<file path="config.mk">
export PLATFORM = sky130hd
export DESIGN_NAME = depth_range_four_bin_segmenter_core
export DESIGN_NICKNAME = d
export VERILOG_FILES = /design/src/rtl/core/drfbs_pkg.sv /design/src/rtl/core/depth_range_four_bin_segmenter_core.sv
export SDC_FILE = /design/constraint.sdc
export NUM_CORES = 1
export LEC_CHECK = 0
export BUFFER_PORTS_ARGS = -buffer_cell sky130_fd_sc_hd__buf_2
export CORE_MARGIN = 2
export CORE_UTILIZATION = 50
export CTS_CLUSTER_SIZE = 8
export DETAILED_ROUTE_END_ITERATION = 6
export PLACE_DENSITY = 0.68
export SYNTH_ARGS = -nofsm -noshare
export SYNTH_HDL_FRONTEND = slang
export SYNTH_SLANG_ARGS = --single-unit
</file>
<file path="constraint.sdc">
create_clock -name clk -period 7.68 [get_ports clk]
set_input_delay 0.384 -clock clk [delete_from_list [all_inputs] [get_ports clk]]
set_output_delay 0.384 -clock clk [all_outputs]
set_load 0.01 [all_outputs]
</file>
<file path="src/rtl/core/drfbs_pkg.sv">
// Package: shared widths, command codes and bin constants for the depth range segmenter.
`timescale 1ns / 1ps
package drfbs_pkg;

    localparam int DEPTH_BITS = 16;
    localparam int NUM_BINS   = 4;
    localparam int BIN_BITS   = $clog2(NUM_BINS);
    localparam int SCALE_BITS = DEPTH_BITS + BIN_BITS;

    localparam logic CMD_MEASURE  = 1'b0;
    localparam logic CMD_CLASSIFY = 1'b1;

    typedef logic [DEPTH_BITS-1:0] depth_t;
    typedef logic [SCALE_BITS-1:0] scaled_t;
    typedef logic [BIN_BITS-1:0]   bin_t;

endpackage

</file>
<file path="src/rtl/core/depth_range_four_bin_segmenter_core.sv">
// Top level: min/max range tracker and four-bin equal-width depth classifier.
//
// Input channel (in_valid / in_stall) carries one depth sample per beat with a
// command: measure (cmd 0) or classify (cmd 1). Measure beats update a running
// minimum and maximum of nonzero depths; frame_first restarts both. Measure
// beats give no output. Classify beats give one output beat (bin_index, in_bin,
// depth_out) on the out_valid / out_stall channel.
// A classify beat passes through the input register and then the output register.
// Throughput: one beat per cycle while the output is not stalled, set by a single
// input register feeding one compare stage into the output register.
// The input register doubles as a skid slot: while the output is stalled, one
// more beat is still taken, and measure beats keep draining past a stall.
// The range reaches the classify logic only through the input register, so a
// classify beat sees every measure beat accepted before it.
// Reset clears both valid flags, sets the minimum to all ones and the maximum
// to zero, so a classify pass without a measure pass puts every sample in no bin.
// A stalled output beat holds its value until taken.
`timescale 1ns / 1ps
module depth_range_four_bin_segmenter_core (
    input  logic                     clk,
    input  logic                     rst_n,
    input  logic                     in_valid,
    output logic                     in_stall,
    input  logic                     cmd,
    input  logic                     frame_first,
    input  drfbs_pkg::depth_t        depth_in,
    output logic                     out_valid,
    input  logic                     out_stall,
    output drfbs_pkg::bin_t          bin_index,
    output logic                     in_bin,
    output drfbs_pkg::depth_t        depth_out
);
    import drfbs_pkg::*;

    logic   s1_valid_reg, s1_valid_next;
    logic   s1_cmd_reg;
    logic   s1_first_reg;
    depth_t s1_depth_reg;

    depth_t range_low_reg, range_low_next;
    depth_t range_high_reg, range_high_next;

    logic   out_valid_reg, out_valid_next;
    bin_t   bin_reg;
    logic   hit_reg;
    depth_t depth_out_reg;

    logic    out_free;
    logic    s1_leave;
    logic    in_take;
    depth_t  cur_low;
    depth_t  cur_high;
    depth_t  span;
    scaled_t span_x1;
    scaled_t span_x2;
    scaled_t span_x3;
    scaled_t scaled;
    logic    hit;
    bin_t    bin;

    assign out_free = !out_valid_reg || !out_stall;
    assign s1_leave = s1_valid_reg && ((s1_cmd_reg == CMD_MEASURE) || out_free);
    assign in_stall = s1_valid_reg && !s1_leave;
    assign in_take  = in_valid && !in_stall;

    assign s1_valid_next = in_take || (s1_valid_reg && !s1_leave);

    // range update from the measure beat in the input register
    always_comb
    begin
        cur_low  = range_low_reg;
        cur_high = range_high_reg;
        if (s1_first_reg)
        begin
            cur_low  = '1;
            cur_high = '0;
        end
        range_low_next  = cur_low;
        range_high_next = cur_high;
        if (s1_depth_reg != '0)
        begin
            if (s1_depth_reg > cur_high)
                range_high_next = s1_depth_reg;
            if (s1_depth_reg < cur_low)
                range_low_next = s1_depth_reg;
        end
    end

    // bin k holds 4*(d-low) in [k*span, (k+1)*span)
    always_comb
    begin
        span    = range_high_reg - range_low_reg;
        span_x1 = SCALE_BITS'(span);
        span_x2 = span_x1 << 1;
        span_x3 = span_x1 + span_x2;
        scaled  = SCALE_BITS'(s1_depth_reg - range_low_reg) << BIN_BITS;
        hit     = (s1_depth_reg != '0) && (range_high_reg > range_low_reg)
                  && (s1_depth_reg >= range_low_reg) && (s1_depth_reg < range_high_reg);
        bin     = '0;
        if (hit)
        begin
            if (scaled >= span_x3)
                bin = BIN_BITS'(3);
            else if (scaled >= span_x2)
                bin = BIN_BITS'(2);
            else if (scaled >= span_x1)
                bin = BIN_BITS'(1);
        end
    end

    always_comb
    begin
        out_valid_next = out_valid_reg;
        if (out_free)
            out_valid_next = s1_leave && (s1_cmd_reg == CMD_CLASSIFY);
    end

    always_ff @(posedge clk or negedge rst_n)
    begin
        if (!rst_n)
        begin
            s1_valid_reg   <= 1'b0;
            out_valid_reg  <= 1'b0;
            range_low_reg  <= '1;
            range_high_reg <= '0;
        end
        else
        begin
            s1_valid_reg  <= s1_valid_next;
            out_valid_reg <= out_valid_next;
            if (s1_leave && (s1_cmd_reg == CMD_MEASURE))
            begin
                range_low_reg  <= range_low_next;
                range_high_reg <= range_high_next;
            end
        end
    end

    always_ff @(posedge clk)
    begin
        if (in_take)
        begin
            s1_cmd_reg   <= cmd;
            s1_first_reg <= frame_first;
            s1_depth_reg <= depth_in;
        end
        if (out_free && s1_leave && (s1_cmd_reg == CMD_CLASSIFY))
        begin
            bin_reg       <= bin;
            hit_reg       <= hit;
            depth_out_reg <= s1_depth_reg;
        end
    end

    assign out_valid = out_valid_reg;
    assign bin_index = bin_reg;
    assign in_bin    = hit_reg;
    assign depth_out = depth_out_reg;

endmodule

</file>
==> impl_metrics.tcl, run 1 <==
set metrics [dict create \
    grt_pass1_vias 5684 \
    clk_pin_slew_ns 0.06 \
    min_path_type "primary input to asynchronous set/reset pin" \
    synth_cell_types 80 \
    n_antenna_cell 0 \
    clk_latency_ns 0.34 \
    crit_arrival_ns 6.31 \
    slew_violations 0 \
    clock_sinks 71 \
    yosysSeqAreaShare 0.277 \
    finalSetupTns_ns 0 \
    rrSetupSlack_ns 1.46 \
    synth-edff-count 37 \
    io_pins 43 \
    hold_viol 0 \
    ys_top_cells_by_count "ha_1 (123), inv_1 (79), nand2_1 (59)" \
    area_growth_syn_to_layout_pct 10.1 \
    cts_resized 0 \
    start_util 0.514 \
    cts_tree "yes" \
    ctsHoldBuffers 0 \
    synth_fp_nets 919 \
    synth.area.top_cells "ha_1 (21%), edfxtp_1 (16%), dfrtp_1 (6.3%)" \
    worstMarginPinSlew_ns 1.12 \
    min_period_over_period 0.810 \
    syn_area_um2 7160 \
    critPathCaptureType "register" \
    viasPerCell 5.83 \
    cts.path.max_buffers 2 \
    timing.max_cap.violations 0 \
    grt_max_degree 35 \
    numCtsBuffers 9 \
    gp_congestion 0.906 \
    worst_setup_path_start_kind "register" \
    routed_wl_mm 16.5 \
    setup_viol 0 \
    vias 5828 \
    dominantRegCellSynth "edfxtp_1" \
    slowest_delay_ns 0.56 \
    antenna_found_initial 0 \
    post_drt_wl_per_cell_um 16.5 \
    rows 43 \
    postCtsSetupBuffers 0 \
    first_iter_violations 371 \
    die_h_um 124 \
    die_w_um 124 \
    grt_pass1_wl_mm 27.3 \
    yosysWarnings 0 \
    yosysTopAreaCell "ha_1" \
    yosys.area.top_type_share 0.215 \
    rr_worst_depth 26 \
    core-area_um2 13900 \
    maxSlewHeadroom 0.252 \
    synthArstFlopShare 0.479 \
    synthCells 771 \
    htree_levels 3 \
    portBuffers 42 \
    crit_path_top_delay_cell "dfstp_2" \
    postRouteAntennaNets 0 \
    dpl.hpwl_mm 12.9 \
    max_freq_ghz 0.161 \
    power_density_nw_per_um2 450 \
    fp.dieArea_um2 15300 \
    drive_gt1_frac 0.155 \
    reg2reg_to "bin_index[0]$_SDFFCE_PN0P_" \
    fin_crit_ns 6.22 \
    overflow 0 \
    leakage_nw 3.78 \
    status "finished clean" \
    max-vdd-ir-drop_v 0.000178 \
    skew_ns 0.00660 \
    worstReg2RegStart "range_low_reg[0]$_DFFE_PN1P_" \
    rsz0062_at_grt "false" \
    crit_required_ns 7.77 \
    syn_area_per_cell_um2 9.29 \
    root_buffer "clkbuf_16" \
    critical_path_class "register to register" \
    final_nets 962 \
    synth-seq-cells 71 \
    p_total_mw 3.55 \
    drt_pass1_iterations 5 \
    route.detailed.drc 0 \
    critPathMaxFanout 7 \
    grt_usage 0.228 \
    synth.most_common_cell "ha_1" \
]
[cell usage in the layout (no fill, tap or decap), drive strengths merged, types with 13 or more instances in the layout]
master / count
nand2: 59
xnor2: 25
nor3: 13
nor2: 46
a21o: 29
o21ai: 36
mux2: 15
ha: 123
nand2b: 23
inv: 83
dfrtp: 18
a21oi: 50
dfstp: 16
nor2b: 14
edfxtp: 37
nand3: 16
buf: 45
xor2: 13
mux2i: 19
[per-stage QoR]
| stage | std cells | area, um2 | worst slack [ns] | utilization | hold slack, ns |
|---|---|---|---|---|---|
| 2_1_floorplan | 771 | 7160 | 2.15 | - | 0.0884 |
| 3_3_place_gp | 983 | 7580 | 1.76 | 0.544 | 0.508 |
| 5_1_grt | 999 | 7890 | 0.978 | 0.566 | 0.173 |
| 4_1_cts | 999 | 7890 | 1.57 | 0.566 | 0.158 |
| 6_report | 999 | 7890 | 1.46 | 0.566 | 0.122 |
| 3_5_place_dp | 983 | 7580 | 1.57 | 0.544 | 0.519 |
[layer usage]
metal | global-route usage | routed length, um | part of all wire | vias to the layer above
met5 | 0 | 0 | 0 | -
met4 | 0.0902 | 399 | 0.024 | 0
met3 | 0.0234 | 556 | 0.034 | 31
met2 | 0.377 | 7890 | 0.48 | 127
met1 | 0.308 | 7640 | 0.46 | 2768
li1 | - | - | - | 2902
[cells by family (layout without fill, tap and decap cells)]
kind of cell               Yosys count  in the layout  share of synthesized area
muxes                               34             34                     0.0501
AOI/OAI and AO/OA                  191            191                      0.192
buffers and inverters               95            143                     0.0522
DFF                                 71             71                      0.277
xor gates and xnor gates            38             38                     0.0522
adders and majority gates          129            129                      0.228
and+or+nand+nor                    213            213                      0.149
[critical path, delay by kind of cell (launching register included)]
kind	cells	cell delay [ns]
AND/OR/NAND/NOR	6	1.22
XOR/XNOR	2	0.49
flip-flops	1	0.56
AO/OA/AOI/OAI	13	2.36
adder cells (fa/ha/maj)	4	1.26
buffers and inverters	1	0.06
[power by group]
group | internal [mW] | total [mW] | switching, mW
Sequential | 0.473 | 0.536 | 0.0630
Clock | 0.262 | 0.425 | 0.163
Combinational | 1.12 | 2.59 | 1.46
Total | 1.86 | 3.55 | 1.69
[area by class of cell]
cell class / instances / area [um2]
fillers: 1214 / 6050
clock inverters: 6 / 68.8
well taps: 180 / 225
multi-input cells: 605 / 4830
repair buffers: 45 / 233
clock buffers: 10 / 239
inverters: 82 / 308
flip-flops and latches: 71 / 1980
[how the worst max path moves through the flow]
stage                            endpoint                         start  slack, ns
2_1_floorplan  bin_index[0]$_SDFFCE_PN0P_  range_low_reg[0]$_DFFE_PN1P_       2.15
6_report       bin_index[0]$_SDFFCE_PN0P_  range_low_reg[0]$_DFFE_PN1P_       1.46
5_1_grt        bin_index[0]$_SDFFCE_PN0P_  range_low_reg[0]$_DFFE_PN1P_       0.98
3_3_place_gp   bin_index[0]$_SDFFCE_PN0P_  range_low_reg[0]$_DFFE_PN1P_       1.76
4_1_cts        bin_index[0]$_SDFFCE_PN0P_  range_low_reg[0]$_DFFE_PN1P_       1.57
3_5_place_dp   bin_index[0]$_SDFFCE_PN0P_  range_low_reg[0]$_DFFE_PN1P_       1.57
Power figures use the tool's default switching activity.
==> run 2, diff against run 1 <==
Settings changed: ABC_AREA from default to 1, PLACE_DENSITY 0.68 to 0.67.
Clock period 7.68 ns to 6.3 ns, I/O delays scaled along.
==> run 2 against run 1 <==
Area after synthesis grew 16%. Critical endpoint is now bin_index[1]$_SDFFCE_PN0P_. Worst hold slack lost 0.064 ns. Register-to-register slack lost 0.27 ns. Clock power grew 40%. Clock-buffer cell count is the same. Routed wire length grew 28%. Sequential power grew 20%. Largest cell class unchanged.
==> impl_metrics.tcl, run 2 <==
set metrics [dict create \
    core-area_um2 16400 \
    vias 7683 \
    slew_violations 0 \
    grt_pass1_vias 7152 \
    rrSetupSlack_ns 1.19 \
    critical_path_class "register to register" \
    post_drt_wl_per_cell_um 14.8 \
    post-place-ws_ns 1.15 \
    drt_pass1_iterations 4 \
    yosys.area.top_type_share 0.186 \
    viasPerCell 5.40 \
    synth-simple-area-share 0.328 \
    multi_input_area_um2 5620 \
    leakage_nw 4.64 \
    worstReg2RegStart "range_low_reg[4]$_DFFE_PN1P_" \
    fp.dieArea_um2 17600 \
    dpl.hpwl_mm 17.4 \
    synthMuxAreaShare 0 \
    hold_viol 0 \
    die_w_um 133 \
    root_buffer "clkbuf_16" \
    maxSlewHeadroom 0.162 \
    final_area_um2 9090 \
    slowest_delay_ns 0.65 \
    synth-edff-count 37 \
    worstMarginPinSlew_ns 1.25 \
    yosysWarnings 0 \
    status "finished clean" \
    crit_path_top_delay_cell "a2111oi_0" \
    portBuffers 42 \
    cts_resized 0 \
    numCtsBuffers 9 \
    cts_tree "yes" \
    clk_latency_ns 0.34 \
    final_nets 1347 \
    yosysTopAreaCell "ha_1" \
    die_h_um 133 \
    routed_wl_mm 21.1 \
    synth.area.top_cells "ha_1 (19%), nand2_1 (14%), edfxtp_1 (13%)" \
    synth-seq-cells 71 \
    io_pins 43 \
    finalSetupTns_ns 0 \
    syn_area_um2 8300 \
    postCtsSetupBuffers 0 \
    area_growth_syn_to_layout_pct 9.58 \
    fin_crit_ns 5.11 \
    synth_fp_nets 1306 \
    clk_pin_slew_ns 0.06 \
    skew_ns 0.0110 \
    dominantRegCellSynth "edfxtp_1" \
    critPathCaptureType "register" \
    route.detailed.drc 0 \
    ctsHoldBuffers 0 \
    postRouteAntennaNets 0 \
    crit_required_ns 6.40 \
    power_density_nw_per_um2 604 \
    critPathMaxFanout 5 \
    max-vdd-ir-drop_v 0.000398 \
    timing.max_cap.violations 0 \
    synth.most_common_cell "nand2_1" \
    synth_cell_types 56 \
    htree_levels 3 \
    max_freq_ghz 0.196 \
    rsz0062_at_grt "false" \
    antenna_found_initial 0 \
    gp_congestion 0.945 \
    ff_latch_area_um2 1980 \
    synthArstFlopShare 0.479 \
    setup_viol 0 \
    rr_worst_depth 29 \
    yosysSeqAreaShare 0.239 \
    n_antenna_cell 0 \
    grt_max_degree 64 \
    synthAdderAreaFrac 0.193 \
    synthCells 1158 \
    cts.path.max_buffers 2 \
    critPathMostFrequentCell "nand2_1" \
    setup_ws_ns 1.19 \
    rows 47 \
    worst_setup_path_start_kind "register" \
    synth_top_family_by_area "simple AND/OR/NAND/NOR gates" \
    layout_commonest_cell "nand2_1" \
    min_path_type "primary input to asynchronous set/reset pin" \
    grt_pass1_wl_mm 34.5 \
    synth_xor_xnor_area_share 0.0256 \
    drive_gt1_frac 0.154 \
    first_iter_violations 534 \
    ys_top_cells_by_count "nand2_1 (306), inv_1 (161), ha_1 (123)" \
    reg2reg_to "bin_index[1]$_SDFFCE_PN0P_" \
    grt_usage 0.243 \
    clock_sinks 71 \
    fillers 1566 \
    crit_arrival_ns 5.21 \
    synth_compound_area_frac 0.130 \
    post_dp_cell_area_um2 8740 \
    final_cell_mix "nand2_1 (306), inv_1 (161), ha_1 (123)" \
    overflow 0 \
    p_total_mw 5.49 \
    min_period_over_period 0.811 \
    start_util 0.506 \
    syn_area_per_cell_um2 7.16 \
]
## run 2: how the worst max path moves through the flow
stage	start	slack, ns	end
global placement	range_low_reg[5]$_DFFE_PN1P_	1.27	bin_index[1]$_SDFFCE_PN0P_
detailed placement	range_low_reg[6]$_DFFE_PN1P_	1.15	bin_index[1]$_SDFFCE_PN0P_
floorplan	range_low_reg[4]$_DFFE_PN1P_	1.93	bin_index[1]$_SDFFCE_PN0P_
finish	range_low_reg[4]$_DFFE_PN1P_	1.19	bin_index[1]$_SDFFCE_PN0P_
CTS	range_low_reg[5]$_DFFE_PN1P_	1.14	bin_index[1]$_SDFFCE_PN0P_
global route	range_low_reg[5]$_DFFE_PN1P_	0.70	bin_index[1]$_SDFFCE_PN0P_
## run 2: power breakdown
| part | switching [mW] | internal (mW) |
|---|---|---|
| combinational | 2.73 | 1.53 |
| sequential | 0.0635 | 0.577 |
| clock | 0.203 | 0.390 |
## run 2: per-stage QoR
step	util	instances	hold slack, ns
6_report	0.554	1424	0.0579
5_1_grt	0.554	1424	0.122
4_1_cts	0.554	1424	0.0736
3_5_place_dp	0.533	1408	0.435
3_3_place_gp	0.533	1408	0.441
2_1_floorplan	-	1158	0.0194
## run 2: routing by layer
metal / GRT usage / part of all wire / wire length, um
met1: 0.329 / 0.47 / 9970
met5: 0 / 0 / 0
met4: 0.0860 / 0.031 / 652
met3: 0.0207 / 0.032 / 681
met2: 0.408 / 0.46 / 9780
## run 2: logic make-up after synthesis
kind of cell             after synthesis
XOR/XNOR                              20
AND/OR/NAND/NOR                      587
flip-flops                            71
AO/OA/AOI/OAI                        171
buffers and inverters                183
adder cells (fa/ha/maj)              126
## run 2: worst max-delay path, delay by kind of cell, from the launching register on
| kind | cells | cell delay, ns |
|---|---|---|
| AO/OA/AOI/OAI | 5 | 1.27 |
| AND/OR/NAND/NOR | 16 | 1.28 |
| buffers and inverters | 4 | 0.33 |
| XOR/XNOR | 1 | 0.42 |
| adder cells (fa/ha/maj) | 3 | 1.02 |
| flip-flops | 1 | 0.53 |
## run 2: cell type report
cell class	count	area share
Timing Repair Buffer	46	0.0264
Multi-Input combinational cell	904	0.618
Inverter	167	0.0691
Sequential cell	71	0.218
Clock buffer	10	0.0252
Clock inverter	6	0.0128
Tap cell	220	0.0303
==> run 3, diff against run 2 <==
Settings changed: PLACE_DENSITY 0.67 to 0.7.
Clock period 6.3 ns to 4.6 ns, I/O delays scaled along.
==> run 3 against run 2 <==
First-iteration DRC count fell by 14%. Via count rose by 2.6%. Clock skew fell by 0.0013 ns. Flip-flop and latch count did not move. Setup slack got worse by 0.98 ns. Die area did not move. Global-route usage rose by 0.66 points. Core utilization rose by 3.6 points. Register-to-register slack got worse by 0.98 ns.
==> impl_metrics.tcl, run 3 (synthesis gave the netlist of run 2 again) <==
set metrics [dict create \
    status "finished clean" \
    clk_latency_ns 0.33 \
    die_h_um 133 \
    final_nets 1384 \
    cts_tree "yes" \
    final_cell_mix "nand2_1 (300), inv_1 (147), ha_1 (106)" \
    crit_required_ns 4.70 \
    n_antenna_cell 0 \
    gp_congestion 0.929 \
    critPathCaptureType "register" \
    worst_setup_path_start_kind "register" \
    skew_ns 0.00966 \
    grt_usage 0.250 \
    overflow 0 \
    maxSlewHeadroom 0.173 \
    route.detailed.drc 0 \
    clock_sinks 71 \
    io_pins 43 \
    fp.dieArea_um2 17600 \
    antenna_found_initial 0 \
    die_w_um 133 \
    setup_viol 0 \
    start_util 0.506 \
    slowest_delay_ns 0.57 \
    clk_pin_slew_ns 0.06 \
    timing.max_cap.violations 0 \
    min_path_type "primary input to register" \
    final_util 0.590 \
    path_buf_inv 4 \
    hold_viol 0 \
    viasPerCell 5.39 \
    fin_crit_ns 4.39 \
    hp-start "depth_in[13]" \
    grt_max_degree 64 \
    portBuffers 42 \
    worst_path_dominant_cell_family "simple AND/OR/NAND/NOR gates" \
    max_freq_ghz 0.228 \
    numCtsBuffers 9 \
    multi_input_area_um2 6000 \
    rrSetupSlack_ns 0.21 \
    htree_levels 3 \
    first_iter_violations 457 \
    ff_latch_area_um2 1980 \
    layout_commonest_cell "nand2_1" \
    area_growth_syn_to_layout_pct 16.7 \
    drt_pass1_iterations 5 \
    rows 47 \
    drive_gt1_frac 0.219 \
    critical_path_class "register to register" \
    worstMarginPinSlew_ns 1.24 \
    worstReg2RegStart "range_low_reg[0]$_DFFE_PN1P_" \
    dpl.hpwl_mm 17.8 \
    grt_pass1_vias 7459 \
    crit_arrival_ns 4.49 \
    routed_wl_mm 22.2 \
    root_buffer "clkbuf_16" \
    critPathMaxFanout 4 \
    slew_violations 0 \
    crit_path_top_delay_cell "dfstp_2" \
    cts.path.max_buffers 2 \
    grt_pass1_wl_mm 35.6 \
    core-area_um2 16400 \
    fillers 1516 \
    min_period_over_period 0.954 \
    vias 7882 \
    postRouteAntennaNets 0 \
    holdWs_ns 0.0684 \
    crit_path_start "range_low_reg[0]$_DFFE_PN1P_" \
    post_drt_wl_per_cell_um 15.2 \
]
==> run 3: cell types whose count changed in the layout (fill, tap and decap cells not counted), moves of 4 or more <==
cell and change:
buf_4 +35, nand2_1 -6, inv_2 +14, inv_1 -14, ha_4 +16, nand2_4 +4
a21oi_1 -4, ha_1 -17
==> run 3: layer usage <==
| metal | track usage | vias to the layer above | wire [um] |
|---|---|---|---|
| li1 | - | 4036 | - |
| met1 | 0.325 | 3635 | 10000 |
| met3 | 0.0249 | 32 | 809 |
| met4 | 0.0741 | 0 | 567 |
| met5 | 0 | - | 0 |
| met2 | 0.439 | 179 | 10800 |
==> run 3: path summary, 6_finish.rpt <==
check / endpoint / cells past startpoint
min in group asynchronous: out_valid$_DFFE_PN0N_ / 2
setup / recovery: bin_index[1]$_SDFFCE_PN0P_ / 25
hold reg to reg: depth_out[0]$_DFFE_PP_ / 0
setup reg to reg: bin_index[1]$_SDFFCE_PN0P_ / 25
max in group asynchronous: range_high_reg[12]$_DFFE_PN0P_ / 2
hold / removal: s1_depth_reg[13]$_DFFE_PP_ / 1
==> run 3: metrics by stage <==
stage          cell area, um2  instances  worst slack, ns  TNS, ns
2_1_floorplan            8300       1158            0.232        0
3_3_place_gp             8910       1430          -0.0839  -0.0901
3_5_place_dp             8910       1430           -0.141   -0.201
4_1_cts                  9230       1448          0.00600        0
5_1_grt                  9680       1461          -0.0439  -0.0439
6_report                 9680       1461            0.214        0
==> run 3: layout make-up <==
type / instances / area share
Multi-Input combinational cell: 904 / 0.620
Clock buffer: 10 / 0.0237
Tap cell: 220 / 0.0284
Inverter: 167 / 0.0650
Timing Repair Buffer: 83 / 0.0542
Clock inverter: 6 / 0.00388
Sequential cell: 71 / 0.205
==> run 3: timing repair <==
action	in CTS	in global routing
endpoints found under the hold margin	3	0
setup endpoints to repair	2	2
pin swaps	2	38
hold buffers	1	0
gates resized for setup	5	67
setup buffers	1	13
Power of run 3 is left out: the tool's default activity adds up to more than one toggle a clock period on the data nets, which glitch-free logic cannot reach.
